<file path="src/hw/rtl/dzcf_pkg.sv">
package dzcf_pkg;

    // Field and working widths
    localparam int COORD_W     = 24;
    localparam int SIZE_W      = 23;
    localparam int WIDE_W      = 27;
    localparam int CFG_INDEX_W = 4;
    localparam int CFG_DATA_W  = 24;

    // Limits of a signed coordinate, carried at working width
    localparam logic signed [WIDE_W-1:0] WIDE_MAX = 27'sd8388607;
    localparam logic signed [WIDE_W-1:0] WIDE_MIN = -27'sd8388608;

    // Configuration register indexes
    localparam logic [CFG_INDEX_W-1:0] CFG_VIEW_WIDTH      = 4'd0;
    localparam logic [CFG_INDEX_W-1:0] CFG_VIEW_HEIGHT     = 4'd1;
    localparam logic [CFG_INDEX_W-1:0] CFG_DEADZONE_WIDTH  = 4'd2;
    localparam logic [CFG_INDEX_W-1:0] CFG_DEADZONE_HEIGHT = 4'd3;
    localparam logic [CFG_INDEX_W-1:0] CFG_LEVEL_LEFT      = 4'd4;
    localparam logic [CFG_INDEX_W-1:0] CFG_LEVEL_BOTTOM    = 4'd5;
    localparam logic [CFG_INDEX_W-1:0] CFG_LEVEL_WIDTH     = 4'd6;
    localparam logic [CFG_INDEX_W-1:0] CFG_LEVEL_HEIGHT    = 4'd7;

    typedef struct packed {
        logic                      mode;
        logic signed [COORD_W-1:0] point_x;
        logic signed [COORD_W-1:0] point_y;
    } in_item_t;

    typedef struct packed {
        logic signed [COORD_W-1:0] corner_x;
        logic signed [COORD_W-1:0] corner_y;
        logic signed [COORD_W-1:0] center_x;
        logic signed [COORD_W-1:0] center_y;
        logic                      moved;
        logic                      saturated;
    } out_item_t;

    typedef struct packed {
        logic [SIZE_W-1:0]         view_width;
        logic [SIZE_W-1:0]         view_height;
        logic [SIZE_W-1:0]         deadzone_width;
        logic [SIZE_W-1:0]         deadzone_height;
        logic signed [COORD_W-1:0] level_left;
        logic signed [COORD_W-1:0] level_bottom;
        logic [SIZE_W-1:0]         level_width;
        logic [SIZE_W-1:0]         level_height;
    } cfg_t;

    // Controller to datapath
    typedef struct packed {
        logic load_in;
        logic diff;
        logic check;
        logic div_init;
        logic div_step;
        logic div_end;
        logic mul;
        logic step;
        logic corner_a;
        logic corner_b;
        logic load_out;
        logic axis;
    } cmd_t;

    // Datapath to controller
    typedef struct packed {
        logic follow;
        logic outside;
        logic big_x;
        logic big_y;
    } status_t;

    // Clip a working-width value to the signed coordinate range
    function automatic logic signed [COORD_W-1:0] clip_coord(input logic signed [WIDE_W-1:0] v);
        logic signed [WIDE_W-1:0] c;
        c = (v > WIDE_MAX) ? WIDE_MAX : ((v < WIDE_MIN) ? WIDE_MIN : v);
        return c[COORD_W-1:0];
    endfunction

    function automatic logic clip_hit(input logic signed [WIDE_W-1:0] v);
        return (v > WIDE_MAX) || (v < WIDE_MIN);
    endfunction

endpackage

</file>
<file path="src/hw/rtl/dzcf_cfg.sv">
module dzcf_cfg (
    input  logic                               clk,
    input  logic                               rst_n,
    input  logic                               cfg_valid,
    output logic                               cfg_ready,
    input  logic [dzcf_pkg::CFG_INDEX_W-1:0]   cfg_index,
    input  logic [dzcf_pkg::CFG_DATA_W-1:0]    cfg_data,
    output dzcf_pkg::cfg_t                     cfg
);

    dzcf_pkg::cfg_t cfg_reg;

    // Always able to take a write transaction
    assign cfg_ready = 1'b1;
    assign cfg       = cfg_reg;

    // Decode the index and update one register; unknown indexes drop
    always_ff @(posedge clk or negedge rst_n)
    begin
        if (!rst_n)
        begin
            cfg_reg <= '0;
        end
        else if (cfg_valid && cfg_ready)
        begin
            case (cfg_index)
                dzcf_pkg::CFG_VIEW_WIDTH:
                    cfg_reg.view_width <= cfg_data[dzcf_pkg::SIZE_W-1:0];
                dzcf_pkg::CFG_VIEW_HEIGHT:
                    cfg_reg.view_height <= cfg_data[dzcf_pkg::SIZE_W-1:0];
                dzcf_pkg::CFG_DEADZONE_WIDTH:
                    cfg_reg.deadzone_width <= cfg_data[dzcf_pkg::SIZE_W-1:0];
                dzcf_pkg::CFG_DEADZONE_HEIGHT:
                    cfg_reg.deadzone_height <= cfg_data[dzcf_pkg::SIZE_W-1:0];
                dzcf_pkg::CFG_LEVEL_LEFT:
                    cfg_reg.level_left <= $signed(cfg_data[dzcf_pkg::COORD_W-1:0]);
                dzcf_pkg::CFG_LEVEL_BOTTOM:
                    cfg_reg.level_bottom <= $signed(cfg_data[dzcf_pkg::COORD_W-1:0]);
                dzcf_pkg::CFG_LEVEL_WIDTH:
                    cfg_reg.level_width <= cfg_data[dzcf_pkg::SIZE_W-1:0];
                dzcf_pkg::CFG_LEVEL_HEIGHT:
                    cfg_reg.level_height <= cfg_data[dzcf_pkg::SIZE_W-1:0];
                default:
                    cfg_reg <= cfg_reg;
            endcase
        end
    end

endmodule

</file>
<file path="src/hw/rtl/dzcf_dp.sv">
module dzcf_dp #(
    parameter int LAMBDA_BITS = 16
) (
    input  logic                 clk,
    input  logic                 rst_n,
    input  dzcf_pkg::cfg_t       cfg,
    input  dzcf_pkg::in_item_t   item,
    input  dzcf_pkg::cmd_t       cmd,
    output dzcf_pkg::status_t    status,
    output dzcf_pkg::out_item_t  result
);

    localparam int CW     = dzcf_pkg::COORD_W;
    localparam int WW     = dzcf_pkg::WIDE_W;
    localparam int SW     = dzcf_pkg::SIZE_W;
    localparam int DIV_W  = CW + 2;
    localparam int LAM_W  = LAMBDA_BITS + 1;
    localparam int PROD_W = CW + LAM_W;
    localparam logic [LAM_W-1:0] LAM_ONE = {1'b1, {LAMBDA_BITS{1'b0}}};

    // Architectural camera centre
    logic signed [CW-1:0] center_x_reg, center_y_reg;

    // Item and working registers
    logic                    mode_reg;
    logic signed [CW-1:0]    px_reg, py_reg;
    logic [CW-1:0]           mag_x_reg, mag_y_reg;
    logic                    neg_x_reg, neg_y_reg;
    logic [LAM_W-1:0]        lam_reg;
    logic [DIV_W-1:0]        rem_reg, dvs_reg;
    logic [LAMBDA_BITS-1:0]  quo_reg;
    logic [PROD_W-1:0]       prod_reg;
    logic                    moved_reg, sat_reg;
    logic signed [WW-1:0]    c0_x_reg, c0_y_reg, fmv_x_reg, fmv_y_reg;
    logic signed [CW-1:0]    corner_x_reg, corner_y_reg;
    dzcf_pkg::out_item_t     result_reg;

    // Difference to target
    logic signed [CW:0] dx_w, dy_w, ndx_w, ndy_w;
    assign dx_w  = {px_reg[CW-1], px_reg} - {center_x_reg[CW-1], center_x_reg};
    assign dy_w  = {py_reg[CW-1], py_reg} - {center_y_reg[CW-1], center_y_reg};
    assign ndx_w = -dx_w;
    assign ndy_w = -dy_w;

    // Dead-zone test per axis: 2*|d| beyond the zone size
    logic big_x, big_y;
    assign big_x = {mag_x_reg, 1'b0} > {2'b00, cfg.deadzone_width};
    assign big_y = {mag_y_reg, 1'b0} > {2'b00, cfg.deadzone_height};

    assign status.follow  = mode_reg;
    assign status.big_x   = big_x;
    assign status.big_y   = big_y;
    assign status.outside = big_x | big_y;

    // Restoring divider step
    logic [DIV_W-1:0] rem_shift;
    logic             rem_ge;
    assign rem_shift = {rem_reg[DIV_W-2:0], 1'b0};
    assign rem_ge    = rem_shift >= dvs_reg;

    // Step magnitude from the shared multiplier
    logic [LAM_W-1:0] lam_comp;
    logic [CW-1:0]    mag_sel;
    logic [CW-1:0]    step_mag;
    assign lam_comp = LAM_ONE - lam_reg;
    assign mag_sel  = cmd.axis ? mag_y_reg : mag_x_reg;
    assign step_mag = prod_reg[LAMBDA_BITS +: CW];

    // New centre on the selected axis
    logic signed [WW-1:0] cen_sel_w, step_w, cen_next_w;
    logic                 neg_sel;
    assign cen_sel_w  = cmd.axis ? WW'(center_y_reg) : WW'(center_x_reg);
    assign step_w     = $signed({{(WW-CW){1'b0}}, step_mag});
    assign neg_sel    = cmd.axis ? neg_y_reg : neg_x_reg;
    assign cen_next_w = neg_sel ? (cen_sel_w - step_w) : (cen_sel_w + step_w);

    // Corner, first half: centre minus half view, and far edge minus view
    logic signed [WW-1:0] c0_x_next, c0_y_next, fmv_x_next, fmv_y_next;
    assign c0_x_next  = WW'(center_x_reg) - $signed({5'b0, cfg.view_width[SW-1:1]});
    assign c0_y_next  = WW'(center_y_reg) - $signed({5'b0, cfg.view_height[SW-1:1]});
    assign fmv_x_next = WW'(cfg.level_left) + $signed({4'b0, cfg.level_width})
                        - $signed({4'b0, cfg.view_width});
    assign fmv_y_next = WW'(cfg.level_bottom) + $signed({4'b0, cfg.level_height})
                        - $signed({4'b0, cfg.view_height});

    // Corner, second half: far clamp first, then near edge wins
    logic signed [WW-1:0] c1_x, c1_y, c2_x, c2_y, edge_x_w, edge_y_w;
    assign edge_x_w = WW'(cfg.level_left);
    assign edge_y_w = WW'(cfg.level_bottom);
    assign c1_x = (c0_x_reg > fmv_x_reg) ? fmv_x_reg : c0_x_reg;
    assign c1_y = (c0_y_reg > fmv_y_reg) ? fmv_y_reg : c0_y_reg;
    assign c2_x = (c1_x < edge_x_w) ? edge_x_w : c1_x;
    assign c2_y = (c1_y < edge_y_w) ? edge_y_w : c1_y;

    // Hold camera centre: load in set mode, advance in follow mode
    always_ff @(posedge clk or negedge rst_n)
    begin
        if (!rst_n)
        begin
            center_x_reg <= '0;
            center_y_reg <= '0;
        end
        else if (cmd.diff && !mode_reg)
        begin
            center_x_reg <= px_reg;
            center_y_reg <= py_reg;
        end
        else if (cmd.step)
        begin
            if (cmd.axis)
                center_y_reg <= dzcf_pkg::clip_coord(cen_next_w);
            else
                center_x_reg <= dzcf_pkg::clip_coord(cen_next_w);
        end
    end

    // Working registers
    always_ff @(posedge clk)
    begin
        if (cmd.load_in)
        begin
            mode_reg  <= item.mode;
            px_reg    <= item.point_x;
            py_reg    <= item.point_y;
            moved_reg <= 1'b0;
            sat_reg   <= 1'b0;
        end

        if (cmd.diff)
        begin
            neg_x_reg <= dx_w[CW];
            neg_y_reg <= dy_w[CW];
            mag_x_reg <= dx_w[CW] ? ndx_w[CW-1:0] : dx_w[CW-1:0];
            mag_y_reg <= dy_w[CW] ? ndy_w[CW-1:0] : dy_w[CW-1:0];
        end

        if (cmd.check)
        begin
            lam_reg   <= LAM_ONE;
            moved_reg <= status.outside;
        end

        // Start a division of zone size by twice the distance
        if (cmd.div_init)
        begin
            rem_reg <= cmd.axis ? DIV_W'(cfg.deadzone_height) : DIV_W'(cfg.deadzone_width);
            dvs_reg <= {1'b0, mag_sel, 1'b0};
            quo_reg <= '0;
        end

        // One quotient bit per cycle
        if (cmd.div_step)
        begin
            rem_reg <= rem_ge ? (rem_shift - dvs_reg) : rem_shift;
            quo_reg <= {quo_reg[LAMBDA_BITS-2:0], rem_ge};
        end

        // Keep the smaller ratio
        if (cmd.div_end && ({1'b0, quo_reg} < lam_reg))
        begin
            lam_reg <= {1'b0, quo_reg};
        end

        if (cmd.mul)
        begin
            prod_reg <= PROD_W'(mag_sel) * PROD_W'(lam_comp);
        end

        if (cmd.step && dzcf_pkg::clip_hit(cen_next_w))
        begin
            sat_reg <= 1'b1;
        end

        if (cmd.corner_a)
        begin
            c0_x_reg  <= c0_x_next;
            c0_y_reg  <= c0_y_next;
            fmv_x_reg <= fmv_x_next;
            fmv_y_reg <= fmv_y_next;
        end

        if (cmd.corner_b)
        begin
            corner_x_reg <= dzcf_pkg::clip_coord(c2_x);
            corner_y_reg <= dzcf_pkg::clip_coord(c2_y);
            if (dzcf_pkg::clip_hit(c2_x) || dzcf_pkg::clip_hit(c2_y))
                sat_reg <= 1'b1;
        end

        // Output register, held while the receiver stalls
        if (cmd.load_out)
        begin
            result_reg.corner_x  <= corner_x_reg;
            result_reg.corner_y  <= corner_y_reg;
            result_reg.center_x  <= center_x_reg;
            result_reg.center_y  <= center_y_reg;
            result_reg.moved     <= moved_reg;
            result_reg.saturated <= sat_reg;
        end
    end

    assign result = result_reg;

endmodule

</file>
<file path="src/hw/rtl/dzcf_ctrl.sv">
module dzcf_ctrl #(
    parameter int LAMBDA_BITS = 16
) (
    input  logic               clk,
    input  logic               rst_n,
    input  logic               item_valid,
    output logic               item_stall,
    output logic               result_valid,
    input  logic               result_stall,
    input  dzcf_pkg::status_t  status,
    output dzcf_pkg::cmd_t     cmd
);

    localparam int CNT_W = $clog2(LAMBDA_BITS);

    typedef enum logic [3:0] {
        S_IDLE,
        S_DIFF,
        S_CHECK,
        S_AXIS,
        S_DIV_RUN,
        S_DIV_END,
        S_MUL,
        S_STEP,
        S_CORNER_A,
        S_CORNER_B,
        S_FINISH
    } state_t;

    state_t           state_reg, state_next;
    logic             axis_reg, axis_next;
    logic [CNT_W-1:0] cnt_reg, cnt_next;
    logic             out_valid_reg, out_valid_next;
    logic             axis_big;

    assign axis_big = axis_reg ? status.big_y : status.big_x;

    // Sequence one item through the datapath
    always_comb
    begin
        state_next = state_reg;
        axis_next  = axis_reg;
        cnt_next   = cnt_reg;
        cmd        = '0;
        cmd.axis   = axis_reg;

        case (state_reg)
            S_IDLE:
            begin
                if (item_valid)
                begin
                    cmd.load_in = 1'b1;
                    state_next  = S_DIFF;
                end
            end
            S_DIFF:
            begin
                cmd.diff   = 1'b1;
                state_next = status.follow ? S_CHECK : S_CORNER_A;
            end
            S_CHECK:
            begin
                cmd.check  = 1'b1;
                axis_next  = 1'b0;
                state_next = status.outside ? S_AXIS : S_CORNER_A;
            end
            S_AXIS:
            begin
                if (axis_big)
                begin
                    cmd.div_init = 1'b1;
                    cnt_next     = '0;
                    state_next   = S_DIV_RUN;
                end
                else if (!axis_reg)
                begin
                    axis_next = 1'b1;
                end
                else
                begin
                    axis_next  = 1'b0;
                    state_next = S_MUL;
                end
            end
            S_DIV_RUN:
            begin
                cmd.div_step = 1'b1;
                if (cnt_reg == CNT_W'(LAMBDA_BITS - 1))
                    state_next = S_DIV_END;
                else
                    cnt_next = CNT_W'(cnt_reg + 1'b1);
            end
            S_DIV_END:
            begin
                cmd.div_end = 1'b1;
                if (!axis_reg)
                begin
                    axis_next  = 1'b1;
                    state_next = S_AXIS;
                end
                else
                begin
                    axis_next  = 1'b0;
                    state_next = S_MUL;
                end
            end
            S_MUL:
            begin
                cmd.mul    = 1'b1;
                state_next = S_STEP;
            end
            S_STEP:
            begin
                cmd.step = 1'b1;
                if (!axis_reg)
                begin
                    axis_next  = 1'b1;
                    state_next = S_MUL;
                end
                else
                begin
                    axis_next  = 1'b0;
                    state_next = S_CORNER_A;
                end
            end
            S_CORNER_A:
            begin
                cmd.corner_a = 1'b1;
                state_next   = S_CORNER_B;
            end
            S_CORNER_B:
            begin
                cmd.corner_b = 1'b1;
                state_next   = S_FINISH;
            end
            S_FINISH:
            begin
                if (!out_valid_reg || !result_stall)
                begin
                    cmd.load_out = 1'b1;
                    state_next   = S_IDLE;
                end
            end
            default:
            begin
                state_next = S_IDLE;
            end
        endcase
    end

    // Output slot: fill on load, drain on a taken transaction
    always_comb
    begin
        if (cmd.load_out)
            out_valid_next = 1'b1;
        else
            out_valid_next = out_valid_reg && result_stall;
    end

    always_ff @(posedge clk or negedge rst_n)
    begin
        if (!rst_n)
        begin
            state_reg     <= S_IDLE;
            axis_reg      <= 1'b0;
            cnt_reg       <= '0;
            out_valid_reg <= 1'b0;
        end
        else
        begin
            state_reg     <= state_next;
            axis_reg      <= axis_next;
            cnt_reg       <= cnt_next;
            out_valid_reg <= out_valid_next;
        end
    end

    assign item_stall   = (state_reg != S_IDLE);
    assign result_valid = out_valid_reg;

    // A result never overwrites one that is still stalled
    a_no_overwrite: assert property (@(posedge clk) disable iff (!rst_n)
        cmd.load_out |-> (!out_valid_reg || !result_stall))
        else $error("result overwritten while stalled");

    // An accepted item goes straight into the difference step
    a_accept_diff: assert property (@(posedge clk) disable iff (!rst_n)
        (item_valid && !item_stall) |=> (state_reg == S_DIFF))
        else $error("accepted item not started");

    // After handing over a result the block is ready for the next item
    a_load_idle: assert property (@(posedge clk) disable iff (!rst_n)
        cmd.load_out |=> (!item_stall && result_valid))
        else $error("block not ready after result");

    // Divider count stays within the quotient width
    a_cnt_range: assert property (@(posedge clk) disable iff (!rst_n)
        (state_reg == S_DIV_RUN) |-> (cnt_reg <= CNT_W'(LAMBDA_BITS - 1)))
        else $error("divider count out of range");

endmodule

</file>
<file path="src/hw/rtl/deadzone_camera_follow_clamp.sv">
// Camera dead-zone follow with level-bounds clamp.
//
// Channels: item (mode, point) in, result (corner, centre, flags) out, both with
// valid and stall; a transaction moves when valid is high and stall is low.
// Configuration is written through cfg_valid/cfg_ready with a register index;
// cfg_ready is always high and indexes past the last register are dropped.
//
// From item transaction to result valid, set mode runs the difference and
// corner steps only. Follow mode adds the dead-zone check, and each axis
// that exceeds the zone adds a run of the iterative divider, one quotient
// bit per cycle; both axes then take a multiply and a step. One item is in
// work at a time; the next is taken once the result is in the output
// register and the block is back in idle.
// The output register holds the result while the receiver stalls; if it is
// still full when a new result is ready, the block waits and keeps
// item_stall high.
// Reset clears the configuration, the camera centre and the output slot.
module deadzone_camera_follow_clamp #(
    parameter int LAMBDA_BITS = 16
) (
    input  logic                              clk,
    input  logic                              rst_n,
    input  logic                              item_valid,
    output logic                              item_stall,
    input  dzcf_pkg::in_item_t                item,
    output logic                              result_valid,
    input  logic                              result_stall,
    output dzcf_pkg::out_item_t               result,
    input  logic                              cfg_valid,
    output logic                              cfg_ready,
    input  logic [dzcf_pkg::CFG_INDEX_W-1:0]  cfg_index,
    input  logic [dzcf_pkg::CFG_DATA_W-1:0]   cfg_data
);

    dzcf_pkg::cfg_t    cfg;
    dzcf_pkg::cmd_t    cmd;
    dzcf_pkg::status_t status;

    // Configuration registers
    dzcf_cfg u_cfg (
        .clk       (clk),
        .rst_n     (rst_n),
        .cfg_valid (cfg_valid),
        .cfg_ready (cfg_ready),
        .cfg_index (cfg_index),
        .cfg_data  (cfg_data),
        .cfg       (cfg)
    );

    // Sequencer
    dzcf_ctrl #(
        .LAMBDA_BITS (LAMBDA_BITS)
    ) u_ctrl (
        .clk          (clk),
        .rst_n        (rst_n),
        .item_valid   (item_valid),
        .item_stall   (item_stall),
        .result_valid (result_valid),
        .result_stall (result_stall),
        .status       (status),
        .cmd          (cmd)
    );

    // Arithmetic and state
    dzcf_dp #(
        .LAMBDA_BITS (LAMBDA_BITS)
    ) u_dp (
        .clk    (clk),
        .rst_n  (rst_n),
        .cfg    (cfg),
        .item   (item),
        .cmd    (cmd),
        .status (status),
        .result (result)
    );

endmodule
</file>
<file path="config.mk">
export PLATFORM = sky130hd
export DESIGN_NAME = deadzone_camera_follow_clamp
export DESIGN_NICKNAME = d
export VERILOG_FILES = /design/src/hw/rtl/dzcf_pkg.sv /design/src/hw/rtl/dzcf_cfg.sv /design/src/hw/rtl/dzcf_dp.sv /design/src/hw/rtl/dzcf_ctrl.sv /design/src/hw/rtl/deadzone_camera_follow_clamp.sv
export SDC_FILE = /design/constraint.sdc
export NUM_CORES = 2
export LEC_CHECK = 0
export BUFFER_PORTS_ARGS = -buffer_cell sky130_fd_sc_hd__buf_2
export CORE_MARGIN = 1
export CORE_UTILIZATION = 42
export CTS_BUF_LIST = sky130_fd_sc_hd__clkbuf_8 sky130_fd_sc_hd__clkbuf_16
export DETAILED_ROUTE_END_ITERATION = 8
export GPL_ROUTABILITY_DRIVEN = 1
export PLACE_DENSITY = 0.54
export SLEW_MARGIN = 5
export SYNTH_ARGS = -nofsm -noshare
export SYNTH_HDL_FRONTEND = slang
export SYNTH_SLANG_ARGS = --single-unit
</file>
<file path="constraint.sdc">
create_clock -name clk -period 11.3 [get_ports clk]
set_input_delay 0.565 -clock clk [delete_from_list [all_inputs] [get_ports clk]]
set_output_delay 0.565 -clock clk [all_outputs]
set_load 0.01 [all_outputs]
</file>
Word-level counts from Yosys, hierarchy flattened. Cells that the tools add are included.

Register bits after elaboration: 721. Output and inout port bits: 101. Input port bits: 82. Logic and storage cells: 200.

Bitwise logic cells: 1. Mux-type cells: 66. Reduce and logical (&&, ||, !) cells: 36. Multipliers: 1. Magnitude comparators: 14. Equality and inequality tests: 26. Add/sub/neg operators: 15.

Operators by type and width (count): $mux W24 (13); $mux W27 (6); $gt A27 B24 Y1 const B (3); $lt A27 B24 Y1 const B (3); $mux W25 (3); $mux W16 (4); $gt A27 B27 Y1 (2); $lt A27 B24 Y1 (2); $sub A27 B24 Y27 (2); $add A24 B24 Y25 (2); $gt A25 B23 Y1 (2); $sub A24 B23 Y25 (2); $sub A24 B24 Y25 (2); $neg A24 Y24 (2); $pmux W4 S11 (1); $mul A24 B17 Y40 (1); $mux W4 (10); $eq A4 B3 Y1 const B (8); $add A27 B25 Y27 (1); $sub A27 B25 Y27 (1); $ge A26 B25 Y1 (1); $mux W1 (25); $sub A25 B25 Y25 (1); $mux W23 (1); other kinds (24) (61).

Logic depth before layout (Yosys ltp).
Depth after elaboration: 9. Depth in mapped cells: 32. Depth with buffers taken out: 31.

Hierarchy. From an unflattened synthesis, not the netlist that was laid out.

Cells, all modules: 5569. Area total of the unflattened synthesis: 55746.0 um^2.

By module, submodules not included: dzcf_dp (cells each 5065, area an instance 47893.4 um^2, sequential area each 14844.2 um^2, times used 1); dzcf_cfg (cells each 406, area an instance 7065.5 um^2, sequential area each 4654.5 um^2, times used 1); dzcf_ctrl (cells each 98, area an instance 787.0 um^2, sequential area each 250.2 um^2, times used 1).

Least setup slack after synthesis. No wires, ideal clock.

Kind: flip-flop to flip-flop. Start point: register u_ctrl.state_reg[2]. End point: register u_dp.c0_x_reg[0], enable pin. Period minus slack after synthesis: 8.510 ns. Stages on the path, launching flop included: 4. Path buffers: 1. Arrival: 7.816 ns. Setup slack: 2.790 ns. Setup time: 0.694 ns. Required time: 10.606 ns. Cells stage by stage: dfrtp_1 -> buf_1 -> nand2b_1 -> nor3_1.

Longest elaborated chain between the ends: 2.

RTL lines: from (decl) (RTL line dzcf_ctrl.sv:30) `state_t state_reg, state_next;`; from (signal assigned) (RTL line dzcf_ctrl.sv:171) `state_reg <= state_next;`; $eq A4 B4 Y1 (RTL line dzcf_ctrl.sv:47) `case (state_reg)`; $mux W1 (RTL line dzcf_ctrl.sv:47); to (signal assigned) (RTL line dzcf_dp.sv:176) `c0_x_reg <= c0_x_next;`; to (decl) (RTL line dzcf_dp.sv:34) `logic signed [WW-1:0] c0_x_reg, c0_y_reg, fmv_x_reg, fmv_y_reg;`.

Every way passes these cells. A chain may end at the register's enable or synchronous reset.

Worst setup path after layout.
Start point: register u_dp.lam_reg[0]. End point: register u_dp.prod_reg[38], data pin.

Longest elaborated chain between the ends: 2.

RTL lines: from (decl) (RTL line dzcf_dp.sv:29) `logic [LAM_W-1:0] lam_reg;`; from (signal assigned) (RTL line dzcf_dp.sv:161) `lam_reg <= {1'b0, quo_reg};`; $sub A17 B17 Y17 (RTL line dzcf_dp.sv:65) `assign lam_comp = LAM_ONE - lam_reg;`; $mul A24 B17 Y40 (RTL line dzcf_dp.sv:166) `prod_reg <= PROD_W'(mag_sel) * PROD_W'(lam_comp);`; to (signal assigned) (RTL line dzcf_dp.sv:166); to (decl) (RTL line dzcf_dp.sv:32) `logic [PROD_W-1:0] prod_reg;`.

Every way passes these cells.

==> impl_metrics.csv <==
group,metric,value,unit
status,status,"complete, no violations",
worst_setup_path,reg2reg_slack,2.01,ns
logic_synthesis,ys_seq_area_frac,0.3557,
cells_and_area,drive_above_1_share,0.1107,
timing,finalHoldViolations,0,
worst_setup_path,arrival,9.71,ns
logic_synthesis,netlist.area_leader.share,0.2453,
cts,path_clk_slew,0.07,ns
timing,hold_slack,0.05650,ns
logic_synthesis,async_flop_share,0.3481,
global_routing,grt_overflow,0,
route,wire_per_inst,22.28,um
worst_setup_path,r2r-start,"u_dp.lam_reg[0]$_SDFFCE_PN0P_",
hold_path,whs_path_depth,1,
logic_synthesis,yosysMostFrequentCell,"inv_1",
timing,setup_viol,0,
route,vias,41570,
cts,htreeDepth,3,
logic_synthesis,synthTopCellsByCount,"inv_1, nand2_1, ha_1",
logic_synthesis,avgSynthCellArea,9.890,um2
logic_synthesis,synth_flop_cell,"edfxtp_1",
logic_synthesis,synth_edf_count,455,
global_routing,grt_first_pass_wirelength,258000,um
job,max-cap-violations,0,
route,vias_per_cell,5.442,
timing,rsz0062_at_grt,"no",
die,die_y,366.1,um
route,routed_wl,170200,um
timing,slew_headroom,0.09595,
cts,cts_tree,"yes",
die,core,131500,um2
worst_setup_path,slowest_delay,1.06,ns
die,initial_core_util,0.4236,
placement,place_congestion,0.9089,
logic_synthesis,synthCells,5631,
timing,finalClockSkew,0.02479,ns
die,ios,183,
worst_setup_path,reg2reg_to,"u_dp.prod_reg[38]$_DFFE_PP_",
route,drtIter0Drc,3451,
timing,tightestPinTransition,1.346,ns
cts,numCtsBuffers,81,
logic_synthesis,synth_area,55690,um2
logic_synthesis,ys_ff_latch,701,
cts,clk_latency,0.68,ns
logic_synthesis,yosysUniqueCellTypes,92,
route,drc_errors,0,
global_routing,grtUsageTotal,0.2546,
die,die_width,366.1,um
logic_synthesis,ys.warnings.count,0,
timing,finalCritPeriodShare,0.8218,
timing,drv_slew,0,
placement,dp.final_hpwl,133700,um
worst_setup_path,crit_required,11.72,ns
timing,fin_tns_setup,0,ns
cts,root_buffer,"clkbuf_16",
hold_path,min_path_type,"in2reg",
worst_setup_path,critical_path_class,"reg2reg",
cts,clock-sinks,701,
timing,finalWorstPathRequiredPeriod,9.287,ns
cts,clock_path_buffers,3,
hold_path,whs_endpoint,"u_dp.py_reg[3]$_DFFE_PP_",
global_routing,grt_pass1_vias,40900,
worst_setup_path,endpoint_kind,"flip-flop",
timing,fmax,0.1077,GHz
cells_and_area,syn2layout_area_growth,10.55,%
worst_setup_path,cp_common_cell,"fa_1",
worst_setup_path,crit_path_top_delay_cell,"xnor2_1",
worst_setup_path,critical_path.max_fanout,24,
cells_and_area,largest_reg_flops,186,
worst_setup_path,rr_worst_depth,26,
die,fp-row-count,133,
route,antenna_left,0,
cts,cts_resized,0,
global_routing,antenna_found_initial,20,
die,die_area,134100,um2
worst_setup_path,critPathLaunchType,"flip-flop",
global_routing,grt_max_degree,71,
logic_synthesis,synth.net_count,6562,
hold_path,worstHoldStart,"item[3]",
placement,io_buffers,181,
logic_synthesis,synthTopCellsByArea,"edfxtp_1, fa_1, ha_1",
cells_and_area,num-nets-final,6742,
logic_synthesis,synth_top_area_cell,"edfxtp_1",
route,drt_pass1_iterations,6,
-- through the flow --
stage	cell area [um2]	utilization	setup slack, ns	instances
after floorplan	55690	-	2.790	5631
after global placement	58870	0.4478	2.218	7482
after detailed placement	58870	0.4478	2.052	7482
after CTS	61560	0.4683	2.012	7635
after global routing	61560	0.4683	1.360	7637
final	61570	0.4683	2.013	7639
-- cells in the final DEF (no fill, tap or decap), types with 67 or more instances in the layout --
| master | synthesis | routed |
|---|---|---|
| and2_1 | 67 | 67 |
| clkbuf_16 | 0 | 85 |
| nand3_1 | 89 | 89 |
| a21o_1 | 126 | 126 |
| fa_1 | 336 | 336 |
| mux2_2 | 197 | 197 |
| o21ai_0 | 273 | 273 |
| nand2_1 | 593 | 593 |
| nor3_1 | 91 | 88 |
| xor2_1 | 88 | 88 |
| buf_4 | 1 | 74 |
| nor2_1 | 364 | 360 |
| xnor2_1 | 216 | 211 |
| dfrtp_1 | 244 | 243 |
| buf_2 | 1 | 180 |
| a21oi_1 | 281 | 280 |
| nand2b_1 | 81 | 81 |
| edfxtp_1 | 455 | 455 |
| ha_1 | 513 | 513 |
| inv_1 | 791 | 811 |
-- layer usage --
metal | vias to the layer above | GRT usage | routed length, um
li1 | 19650 | - | -
met1 | 20550 | 0.3715 | 79610
met2 | 1160 | 0.3956 | 75810
met3 | 214 | 0.03271 | 9983
met4 | 0 | 0.06976 | 4815
met5 | - | 0 | 0
-- area by class of cell --
type                    count  area (um2)
inverters                 792        2973
fillers                 12510       69900
clock buffers              91        2210
well taps                1755        2196
clock inverters            61       470.5
repair buffers            256        1481
flip-flops and latches    701       19810
multi-input cells        3979       32410
diodes                      4       10.01
-- kinds of logic after synthesis --
group / share of synthesized area
other cells: 0.00006733
fa+ha+maj: 0.2360
flops: 0.3557
buf+inv: 0.06475
compound gates: 0.1236
mux: 0.04900
simple gates: 0.1230
xor+xnor: 0.04781
-- how the worst max path moves through the flow --
stage	startpoint	to	slack [ns]	depth (start not counted)
final	u_dp.lam_reg[0]$_SDFFCE_PN0P_	u_dp.prod_reg[38]$_DFFE_PP_	2.01	26
after global routing	u_dp.lam_reg[0]$_SDFFCE_PN0P_	u_dp.prod_reg[36]$_DFFE_PP_	1.36	26
after CTS	u_dp.lam_reg[0]$_SDFFCE_PN0P_	u_dp.prod_reg[36]$_DFFE_PP_	2.01	26
after detailed placement	u_dp.lam_reg[0]$_SDFFCE_PN0P_	u_dp.prod_reg[36]$_DFFE_PP_	2.05	26
after global placement	u_dp.lam_reg[0]$_SDFFCE_PN0P_	u_dp.prod_reg[38]$_DFFE_PP_	2.22	26
after floorplan	u_ctrl.state_reg[2]$_DFFE_PN0P_	u_dp.c0_x_reg[0]$_DFFE_PP_	2.79	3
-- critical path: cells and delay by family (launching register included) --
| family | cells | cell delay (ns) |
|---|---|---|
| AOI/OAI and AO/OA | 6 | 1.33 |
| xor gates and xnor gates | 1 | 1.06 |
| adders and majority gates | 7 | 3.49 |
| buffers and inverters | 3 | 0.33 |
| DFF | 1 | 0.79 |
| muxes | 1 | 0.22 |
| and+or+nand+nor | 8 | 1.79 |
-- timing repair --
action / 4_1_cts / 5_1_grt
hold endpoints to repair: 63 / 0
setup buffers: 0 / 0
endpoints found under the setup margin: 0 / 0
hold buffers: 1 / 0
Power is not shown: default switching activity piles up to over one toggle a cycle in this logic, so the estimate is an artifact.
